--- src/rtl/dntp_pkg.sv ---
// Package for the decimal number text parser: payload structs, token
// classes, parse phases and field widths. No dependencies.
package dntp_pkg;

	localparam int VALUE_W = 32;
	localparam int COUNT_W = 8;
	localparam int Q_DEPTH = 2;

	localparam logic [7:0] CH_SPACE = 8'h20;
	localparam logic [7:0] CH_TAB   = 8'h09;
	localparam logic [7:0] CH_MINUS = 8'h2D;
	localparam logic [7:0] CH_PLUS  = 8'h2B;
	localparam logic [7:0] CH_POINT = 8'h2E;
	localparam logic [7:0] CH_ZERO  = 8'h30;
	localparam logic [7:0] CH_NINE  = 8'h39;

	typedef struct packed {
		logic [7:0] ch;
		logic       end_of_string;
	} dntp_in_t;

	typedef struct packed {
		logic signed [VALUE_W-1:0] value;
		logic [COUNT_W-1:0]        fraction_digits;
	} dntp_out_t;

	typedef enum logic [2:0] {
		TK_SPACE = 3'd0,
		TK_MINUS = 3'd1,
		TK_PLUS  = 3'd2,
		TK_DIGIT = 3'd3,
		TK_POINT = 3'd4,
		TK_OTHER = 3'd5
	} dntp_kind_t;

	typedef struct packed {
		dntp_kind_t kind;
		logic [3:0] digit;
		logic       last;
	} dntp_token_t;

	typedef enum logic [2:0] {
		PH_SKIP   = 3'b001,
		PH_DIGITS = 3'b010,
		PH_STOP   = 3'b100
	} dntp_phase_t;

endpackage

--- src/rtl/dntp_front.sv ---
// Front end: accepts characters, classifies them into tokens and holds
// one token in a stage register. Depends on dntp_pkg.
module dntp_front (
	input  logic                 clk,
	input  logic                 arst_n,
	input  logic                 allow_fraction,
	input  logic                 in_valid,
	output logic                 in_stall,
	input  dntp_pkg::dntp_in_t   in_data,
	output logic                 tok_valid,
	input  logic                 tok_ready,
	output dntp_pkg::dntp_token_t tok
);
	import dntp_pkg::*;

	logic        valid_s1;
	dntp_token_t tok_s1;
	dntp_token_t tok_c;
	logic        advance;

	always_comb begin
		tok_c.last  = in_data.end_of_string;
		tok_c.digit = 4'(in_data.ch - CH_ZERO);
		if (in_data.ch == CH_SPACE || in_data.ch == CH_TAB) begin
			tok_c.kind = TK_SPACE;
		end else if (in_data.ch == CH_MINUS) begin
			tok_c.kind = TK_MINUS;
		end else if (in_data.ch == CH_PLUS) begin
			tok_c.kind = TK_PLUS;
		end else if (in_data.ch >= CH_ZERO && in_data.ch <= CH_NINE) begin
			tok_c.kind = TK_DIGIT;
		end else if (in_data.ch == CH_POINT && allow_fraction) begin
			tok_c.kind = TK_POINT;
		end else begin
			tok_c.kind = TK_OTHER;
		end
	end

	assign advance  = !valid_s1 || tok_ready;
	assign in_stall = !advance;

	always_ff @(posedge clk or negedge arst_n) begin
		if (!arst_n) begin
			valid_s1 <= 1'b0;
		end else if (advance) begin
			valid_s1 <= in_valid;
		end
	end

	always_ff @(posedge clk) begin
		if (advance && in_valid) begin
			tok_s1 <= tok_c;
		end
	end

	assign tok_valid = valid_s1;
	assign tok       = tok_s1;

endmodule

--- src/rtl/dntp_queue.sv ---
// Short FIFO of tokens between front and back end.
// Generic over width; no package dependency.
module dntp_queue #(
	parameter int WIDTH = 8,
	parameter int DEPTH = 2
) (
	input  logic             clk,
	input  logic             arst_n,
	input  logic             push_valid,
	output logic             push_ready,
	input  logic [WIDTH-1:0] push_data,
	output logic             pop_valid,
	input  logic             pop,
	output logic [WIDTH-1:0] pop_data
);
	localparam int PW = $clog2(DEPTH);
	localparam int CW = $clog2(DEPTH + 1);

	logic [WIDTH-1:0] mem_q [DEPTH];
	logic [PW-1:0]    wr_ptr_q;
	logic [PW-1:0]    rd_ptr_q;
	logic [CW-1:0]    count_q;
	logic             do_push;
	logic             do_pop;

	assign push_ready = count_q != CW'(DEPTH);
	assign pop_valid  = count_q != '0;
	assign pop_data   = mem_q[rd_ptr_q];
	assign do_push    = push_valid && push_ready;
	assign do_pop     = pop && pop_valid;

	always_ff @(posedge clk or negedge arst_n) begin
		if (!arst_n) begin
			wr_ptr_q <= '0;
			rd_ptr_q <= '0;
			count_q  <= '0;
		end else begin
			if (do_push) begin
				wr_ptr_q <= (wr_ptr_q == PW'(DEPTH - 1)) ? '0 : wr_ptr_q + 1'b1;
			end
			if (do_pop) begin
				rd_ptr_q <= (rd_ptr_q == PW'(DEPTH - 1)) ? '0 : rd_ptr_q + 1'b1;
			end
			if (do_push && !do_pop) begin
				count_q <= count_q + 1'b1;
			end else if (do_pop && !do_push) begin
				count_q <= count_q - 1'b1;
			end
		end
	end

	always_ff @(posedge clk) begin
		if (do_push) begin
			mem_q[wr_ptr_q] <= push_data;
		end
	end

endmodule

--- src/rtl/dntp_back.sv ---
// Back end: parse state machine, signed accumulator, fraction counter and
// the result register. Depends on dntp_pkg.
module dntp_back (
	input  logic                  clk,
	input  logic                  arst_n,
	input  logic                  tok_valid,
	output logic                  tok_pop,
	input  dntp_pkg::dntp_token_t tok,
	output logic                  out_valid,
	input  logic                  out_stall,
	output dntp_pkg::dntp_out_t   out_data
);
	import dntp_pkg::*;

	dntp_phase_t        phase_q, phase_d;
	logic               neg_q, neg_d;
	logic               point_q, point_d;
	logic [VALUE_W-1:0] acc_q, acc_d;
	logic [COUNT_W-1:0] cnt_q, cnt_d;
	logic               out_valid_q;
	dntp_out_t          out_q;
	logic [VALUE_W-1:0] acc_x10;
	logic [VALUE_W-1:0] digit_ext;
	logic               do_collect;

	// The accumulator carries the sign already: a negative number is built
	// as acc*10 - d, so no negate is needed at the end.
	assign acc_x10   = {acc_q[VALUE_W-4:0], 3'b000} + {acc_q[VALUE_W-2:0], 1'b0};
	assign digit_ext = VALUE_W'(tok.digit);

	assign tok_pop = tok_valid && (!tok.last || !out_valid_q || !out_stall);

	always_comb begin
		phase_d    = phase_q;
		neg_d      = neg_q;
		point_d    = point_q;
		acc_d      = acc_q;
		cnt_d      = cnt_q;
		do_collect = 1'b0;
		unique case (phase_q)
			PH_SKIP: begin
				unique case (tok.kind)
					TK_SPACE: ;
					TK_MINUS: begin
						neg_d   = 1'b1;
						phase_d = PH_DIGITS;
					end
					TK_PLUS: phase_d = PH_DIGITS;
					default: do_collect = 1'b1;
				endcase
			end
			PH_DIGITS: do_collect = 1'b1;
			PH_STOP: ;
			default: phase_d = PH_STOP;
		endcase
		if (do_collect) begin
			unique case (tok.kind)
				TK_DIGIT: begin
					if (point_q && cnt_q != '1) begin
						cnt_d = cnt_q + 1'b1;
					end
					acc_d   = neg_q ? acc_x10 - digit_ext : acc_x10 + digit_ext;
					phase_d = PH_DIGITS;
				end
				TK_POINT: begin
					point_d = 1'b1;
					phase_d = PH_DIGITS;
				end
				default: phase_d = PH_STOP;
			endcase
		end
	end

	always_ff @(posedge clk or negedge arst_n) begin
		if (!arst_n) begin
			phase_q     <= PH_SKIP;
			neg_q       <= 1'b0;
			point_q     <= 1'b0;
			acc_q       <= '0;
			cnt_q       <= '0;
			out_valid_q <= 1'b0;
		end else begin
			if (tok_pop) begin
				if (tok.last) begin
					phase_q <= PH_SKIP;
					neg_q   <= 1'b0;
					point_q <= 1'b0;
					acc_q   <= '0;
					cnt_q   <= '0;
				end else begin
					phase_q <= phase_d;
					neg_q   <= neg_d;
					point_q <= point_d;
					acc_q   <= acc_d;
					cnt_q   <= cnt_d;
				end
			end
			if (tok_pop && tok.last) begin
				out_valid_q <= 1'b1;
			end else if (!out_stall) begin
				out_valid_q <= 1'b0;
			end
		end
	end

	always_ff @(posedge clk) begin
		if (tok_pop && tok.last) begin
			out_q.value           <= acc_d;
			out_q.fraction_digits <= cnt_d;
		end
	end

	assign out_valid = out_valid_q;
	assign out_data  = out_q;

endmodule

--- src/rtl/decimal_number_text_parser_core.sv ---
// Top level of the decimal number text parser: front end, token queue,
// back end and the allow_fraction register. Depends on dntp_pkg.
//
//  channel  | handshake            | payload
//  ---------+----------------------+-------------------------------------
//  in       | in_valid / in_stall  | in_data: ch[7:0], end_of_string
//  out      | out_valid / out_stall| out_data: value[31:0] s, fraction_digits[7:0]
//  cfg      | cfg_we               | cfg_wdata: allow_fraction
//
// One character per cycle sustained while in_stall stays low; a result passes
// from its end-of-string character through the front stage, then the queue,
// then the result register.
// The back end's multiply-by-ten and add sets the cycle time.
// Reset clears the parse state and sets allow_fraction to 1.
// out_stall only holds back end-of-string transactions; other characters
// keep draining, and in_stall rises only when the front stage and queue fill.
module decimal_number_text_parser_core #(
	parameter int QUEUE_DEPTH = dntp_pkg::Q_DEPTH
) (
	input  logic                clk,
	input  logic                arst_n,
	input  logic                in_valid,
	output logic                in_stall,
	input  dntp_pkg::dntp_in_t  in_data,
	output logic                out_valid,
	input  logic                out_stall,
	output dntp_pkg::dntp_out_t out_data,
	input  logic                cfg_we,
	input  logic                cfg_wdata
);
	import dntp_pkg::*;

	localparam int TOK_W = $bits(dntp_token_t);

	logic        allow_fraction_q;
	logic        f_valid;
	logic        f_ready;
	dntp_token_t f_tok;
	logic        q_valid;
	logic        q_pop;
	dntp_token_t q_head;
	logic [TOK_W-1:0] q_head_bits;

	// Front end samples it on each '.'; user writes only while idle (not enforced).
	always_ff @(posedge clk or negedge arst_n) begin
		if (!arst_n) begin
			allow_fraction_q <= 1'b1;
		end else if (cfg_we) begin
			allow_fraction_q <= cfg_wdata;
		end
	end

	dntp_front u_front (
		.clk            (clk),
		.arst_n         (arst_n),
		.allow_fraction (allow_fraction_q),
		.in_valid       (in_valid),
		.in_stall       (in_stall),
		.in_data        (in_data),
		.tok_valid      (f_valid),
		.tok_ready      (f_ready),
		.tok            (f_tok)
	);

	// Decouples the front from the back so a stalled result does not
	// immediately back up the character stream.
	dntp_queue #(
		.WIDTH (TOK_W),
		.DEPTH (QUEUE_DEPTH)
	) u_queue (
		.clk        (clk),
		.arst_n     (arst_n),
		.push_valid (f_valid),
		.push_ready (f_ready),
		.push_data  (f_tok),
		.pop_valid  (q_valid),
		.pop        (q_pop),
		.pop_data   (q_head_bits)
	);

	assign q_head = dntp_token_t'(q_head_bits);

	dntp_back u_back (
		.clk       (clk),
		.arst_n    (arst_n),
		.tok_valid (q_valid),
		.tok_pop   (q_pop),
		.tok       (q_head),
		.out_valid (out_valid),
		.out_stall (out_stall),
		.out_data  (out_data)
	);

	// The back end never pops an empty queue.
	a_pop_valid: assert property (@(posedge clk) disable iff (!arst_n)
		q_pop |-> q_valid)
		else $error("token popped from empty queue");

	// A fresh result always comes from an end-of-string token.
	a_result_src: assert property (@(posedge clk) disable iff (!arst_n)
		$rose(out_valid) |-> $past(q_pop && q_head.last))
		else $error("result without end-of-string token");

	// A taken result is not shown again unless a new one was loaded.
	a_no_dup: assert property (@(posedge clk) disable iff (!arst_n)
		out_valid && !out_stall && !(q_pop && q_head.last) |=> !out_valid)
		else $error("result repeated");

endmodule
--- config.mk ---
export PLATFORM = sky130hd
export DESIGN_NAME = decimal_number_text_parser_core
export DESIGN_NICKNAME = d
export VERILOG_FILES = /design/src/rtl/dntp_pkg.sv /design/src/rtl/dntp_front.sv /design/src/rtl/dntp_queue.sv /design/src/rtl/dntp_back.sv /design/src/rtl/decimal_number_text_parser_core.sv
export SDC_FILE = /design/constraint.sdc
export NUM_CORES = 1
export LEC_CHECK = 0
export ABC_AREA = 1
export BUFFER_PORTS_ARGS = -buffer_cell sky130_fd_sc_hd__buf_2
export CAP_MARGIN = 5
export CORE_ASPECT_RATIO = 0.75
export CORE_MARGIN = 2
export CORE_UTILIZATION = 45
export DETAILED_ROUTE_END_ITERATION = 8
export GPL_ROUTABILITY_DRIVEN = 1
export PLACE_DENSITY = 0.66
export SLEW_MARGIN = 20
export SYNTH_ARGS = -nofsm -noshare
export SYNTH_HDL_FRONTEND = slang
export SYNTH_SLANG_ARGS = --single-unit
--- constraint.sdc ---
create_clock -name clk -period 5.4 [get_ports clk]
set_input_delay 0 -clock clk [delete_from_list [all_inputs] [get_ports clk]]
set_output_delay 0 -clock clk [all_outputs]
set_load 0.03 [all_outputs]
==> Word level (Yosys, flattened, before mapping) <==
Memories as Yosys holds them, arrays and structs flattened.
Cells that the tools add are included.
Widths: inputs -> output; s select.
{ "totals": {"n_memories": 1, "word_cells": 117, "input_bits": 15, "register_bits": 100, "out_inout_bits": 42, "ramBits": 16} }
{ "op_classes": {"n_eq_ne": 17, "n_lt_le_gt_ge": 2, "reduce_logical": 37, "addsub": 9, "muxes": 33} }
{ "memory_table": {"columns": ["name", "words", "word_bits", "read_ports", "rd_ports_with_merged_regs", "wr", "line_no", "text"], "rows": [
  ["u_queue.mem_q", 2, 8, 1, 0, 1, "dntp_queue.sv:19", "logic [WIDTH-1:0] mem_q [DEPTH];"]
]} }
{ "op_table": {"columns": ["cell", "count"], "rows": [
  ["$mux 32", 4],
  ["$add 32x32->32", 1],
  ["$add 32x4->32", 1],
  ["$eq 8x6->1 const B", 4],
  ["$mux 8", 4],
  ["$sub 32x4->32", 1],
  ["$mux 1", 15],
  ["$mux 3", 4],
  ["$reduce_bool 2->1", 6],
  ["$logic_and 1x1->1", 10],
  ["$eq 3x2->1 const B", 3],
  ["$reduce_and 3->1", 3],
  ["$add 8x1->8 const B", 1],
  ["$eq 8x4->1 const B", 1],
  ["$ge 8x6->1 const B", 1],
  ["$le 8x6->1 const B", 1],
  ["$mux 2", 4],
  ["$ne 8x8->1 const B", 1],
  ["$reduce_or 2->1", 4],
  ["$logic_not 1->1", 7],
  ["$eq 3x1->1 const B", 2],
  ["$eq 3x3->1 const B", 2],
  ["$pmux 3 s2", 1],
  ["$logic_or 1x1->1", 4],
  ["12 further kinds", 13]
]} }

==> Longest topological paths before layout <==
An unclocked memory read counts as a cell.
{ "logic_depth": {"word_depth": 9, "depth_mapped": 25, "mapped_depth_nobuf": 24} }

==> Hierarchy <==
Synthesis repeated with hierarchy kept, for this count alone.
{ "unflattened": {"hier_cells": 1289, "area_unflattened_um2": 8826.0} }
{ "modules_own_cells": {"columns": ["mod", "cells_each", "seq_area_each_um2", "instances", "area_per_inst_um2"], "rows": [
  ["dntp_back", 1160, 2353.5, 1, 7494.7],
  ["dntp_queue", 70, 580.6, 1, 827.0],
  ["dntp_front", 54, 265.3, 1, 462.9],
  ["decimal_number_text_parser_core", 5, 26.3, 1, 41.3]
]} }

==> Worst setup path before layout <==
Ideal clock, no wire load.
{ "synth_timing": {"path_type": "flip-flop to flip-flop", "from": "reg u_queue.rd_ptr_q", "to": "reg u_back.out_q, in the netlist u_back.out_data[31], data pin", "stages_incl_launch_ff": 22, "n_path_buf": 1, "slack_ps": 2447, "setup_time_ps": 262, "required_time_ps": 5138, "synth_period_minus_slack_ps": 2953, "t_arrival_ps": 2691, "cell_sequence": "dfrtp_1 > buf_4 > inv_1 > or2_2 > o21ai_0 > inv_1 > ha_1 > fa_1 > nand3_1 > and2_1 > nor2_1 > nand2_1 > nor2_1 > nand2_1 > nor2_2 > nand3_1 > nor2_2 > nand2_1 > nand2_2 > nand2_4 > xor2_1 > a21oi_2"} }
{ "synth_between": {"elab_chain_cells": 6, "elab_cells_between_ends": 13, "cone_classes": "add/sub: 2; eq/ne: 3; mux: 5; reduce/logical: 2; memory: 1"} }
{ "synth_lines": {"columns": ["item", "line_no", "text"], "rows": [
  ["start: declaration", "dntp_queue.sv:21", "logic [PW-1:0] rd_ptr_q;"],
  ["start signal: assignment", "dntp_queue.sv:42", "rd_ptr_q <= (rd_ptr_q == PW'(DEPTH - 1)) ? '0 : rd_ptr_q + 1'b1;"],
  ["$mem_v2 2x8 *", null, null],
  ["branches (longest 4 deep; another with $add 32x4->32)", null, null],
  ["$mux 32 *", "dntp_back.sv:56", "if (do_collect) begin"],
  ["named net u_back.acc_d[23]", "dntp_back.sv:18", "logic [VALUE_W-1:0] acc_q, acc_d;"],
  ["end: declaration", "dntp_back.sv:21", "dntp_out_t out_q;"]
]} }
Mark *: on every way through the listed nets, which the timed path passes.
A chain may end at the register's enable or synchronous reset.

==> Worst setup path in the final report <==
{ "layout_timing": {"from": "reg u_queue.rd_ptr_q", "to": "reg u_back.out_q, in the netlist u_back.out_data[39], data pin"} }
Same word-level chain as after synthesis.

==> impl_results.md <==
* Avg Inst Size Synth at 6.967 um2
* Min cycle time layout at 3486 ps
* Detailed placer's ending HPWL at 18,050 um
* Synth cell types at 47
* Reg-to-reg startpoint: u_queue.rd_ptr_q
* CP top delay family: simple AND/OR/NAND/NOR gates
* Synthesis-stage register bit count at 116
* Global-route wire length before repair at 38,920 um
* Skew final at 14.01 ps
* Number of nets in the layout at 1,376
* H-tree Lvls at 4
* Hold crit path type: input port to flop
* Worst path bufs/invs at 2
* FF-to-FF End: u_back.out_data[39]
* Worst Setup Start Kind: flop
* Count of pins over their slew limit at 0
* CP most frequent cell: nand2_1
* Die height at 124.7 um
* Largest net degree at the start of global routing at 68
* Routed len/inst at 15.21 um
* 1st-pass router iterations at 5
* Placer congestion estimate at 0.9322
* # IOs at 57
* Post-CTS resize count at 0
* Detailed-route via count at 8,289
* Critical path class: flop to flop
* Sink Count at 116
* Initial antenna violation count at 0
* Top-area cell type share of the netlist area at 22.00%
* Final setup vio count at 0
* Most frequent cells in the layout: nand2_1 (403), inv_1 (190), nor2_1 (106), nand3_1 (90), o21ai_0 (65)
* Most common cell after layout, fill and taps aside: nand2_1
* Port Buffer Count at 56
* Drt first-iter violations at 772
* CTS hold repair buffers at 10
* Antenna diodes at 0
* Hold path start: in_data[6]
* Setup Buffers After CTS at 0
* Slew @ Worst Pin at 1042 ps
* Top cells by area, synth: edfxtp_1 (22%), nand2_1 (17%), dfrtp_1 (14%)
* Row count at 44
* Area grow syn2layout at 13.66%
* Status: finished clean
* CTS clk-pin slew, worst paths at 60 ps
* Setup TNS Final at 0 ps
* Post-Synthesis Cells at 1,254
* CTS buffer count at 17
* Crit. End Element: flop
* Crit path max fanout at 10
* Vias in the first global route at 7,612
* ANT nets after route at 0
* Max-cap viol count at 0
* Slowest cell delay on critical path at 520 ps
* Count of final hold-check violations at 0
* Synthesized cell area at 0.008737 mm2
* Crit path DAT at 3630 ps
* Vias/cell at 5.220
* Congestion Overflow GR at 0
* Rel. slew slack at 30.46%
* Clk_lat worst skew at 420 ps
* Post-synth top area cell: edfxtp_1
* Synthesis warning total at 0
* Core area at 0.01921 mm2
* GRT Overall Usage at 24.38%
* Initial Util at 45.47%
* Crit-path slowest cell: dfrtp_1
* RSZ-0062 raised after global routing: false
* Die Area at 0.02056 mm2
* TritonCTS clock tree: built
* DRC violations left at 0
* Hold Crit Depth at 3
* CTS root buf: clkbuf_16
* Crit-path cells: inv_1, or2_2, o21ai_0, ha_1, inv_1, nand3_1, and2_1, nor2_1, nand2_1, nor2_1, nand2_1, nor2_2, nand3_1, nor2_2, nand2_1, nand2_2, nand2_4, nor2_1, nand3_1, nand2_1, a21oi_1
* Period utilization at 64.55%
* Die X at 164.9 um
* Worst Hold End: u_front.tok[5]
* Layout cells sized above 1 at 12.06%
* CTS Buffer Depth at 2
* Req. time, crit path at 5540 ps
* Sequential area share after synthesis at 36.92%
* Synth Net Count at 1,308
* Total Wirelength at 24,160 um
* FF-to-FF path depth at 21
* FMAX at 286.9 MHz
* R2R Setup Slk at 1910 ps
-- cells in the mapped netlist, drive strengths merged --
cell	instances
a211oi	2
a21oi	46
a22o	4
a31oi	2
and2	4
buf	9
clkbuf	12
clkinv	3
dfrtp	50
dfstp	2
edfxtp	64
fa	3
ha	36
inv	193
mux2i	2
nand2	428
nand3	95
nand3b	5
nand4	27
nor2	122
nor3	14
nor3b	1
nor4	3
o21ai	68
o21bai	4
o22ai	8
o31ai	3
o41ai	1
or2	10
xnor2	5
xor2	28
-- sequential cells by signal, indices dropped and copies added, names as in the netlist, 2 cells and up --
register         count
u_back.phase_q       3
u_back.cnt_q         8
u_back.out_data     40
u_queue.count_q      2
u_queue.mem_q       16
u_front.tok          8
u_back.acc_q        32
-- layer usage --
layer,routed length [um],global-route usage [%],vias up
met5,0,0,-
met4,236,5.269,0
met3,2344,4.995,15
met2,9157,32.49,316
met1,12420,39.86,3787
li1,-,-,4171
-- cell type report --
class / count / area (um2)
clock buffer: 18 / 439.2
sequential: 116 / 3226
clock inverter: 14 / 122.6
inverter: 196 / 735.7
timing repair buffer: 70 / 410.4
fill: 1840 / 9283
multi-input combinational: 921 / 4681
tap: 253 / 316.6
-- cell families (layout without fill, tap and decap cells) --
group | Yosys count | in the layout | synth area share (%)
AO/OA/AOI/OAI | 138 | 138 | 8.650
flip-flops | 116 | 116 | 36.92
AND/OR/NAND/NOR | 709 | 709 | 35.43
buffers and inverters | 217 | 298 | 9.537
XOR/XNOR | 33 | 33 | 3.394
adder cells (fa/ha/maj) | 39 | 39 | 5.843
multiplexers | 2 | 2 | 0.2291
-- worst min-delay path: cells and delay by family --
| family | cells | cell delay [ps] |
|---|---|---|
| AO/OA/AOI/OAI | 2 | 270 |
| buffers and inverters | 1 | 90 |
-- worst max path at each step --
stage | startpoint | endpoint | slack [ps] | depth (start not counted)
6_report | u_queue.rd_ptr_q | u_back.out_data[39] | 1910 | 21
5_1_grt | u_queue.rd_ptr_q | u_back.out_data[39] | 1490 | 21
4_1_cts | u_queue.rd_ptr_q | u_back.out_data[31] | 1960 | 20
3_5_place_dp | u_queue.rd_ptr_q | u_back.out_data[31] | 1970 | 20
3_3_place_gp | u_queue.rd_ptr_q | u_back.out_data[31] | 2010 | 20
2_1_floorplan | u_queue.rd_ptr_q | u_back.out_data[31] | 2450 | 21
-- stage by stage --
| stage | setup WS [ps] | instances | hold WS, ps | util, % | cell area, um2 |
|---|---|---|---|---|---|
| after floorplan | 2447 | 1254 | -295.6 | - | 8737 |
| after global placement | 2010 | 1546 | 173.9 | 48.24 | 9269 |
| after detailed placement | 1972 | 1546 | 178.8 | 48.24 | 9269 |
| after CTS | 1962 | 1588 | 85.40 | 51.69 | 9931 |
| after global routing | 1493 | 1588 | 122.9 | 51.69 | 9931 |
| final | 1914 | 1588 | 82.67 | 51.69 | 9931 |
Power is left out: the tool's default activity adds up to more than one toggle a clock period on the data nets, which glitch-free logic cannot reach.
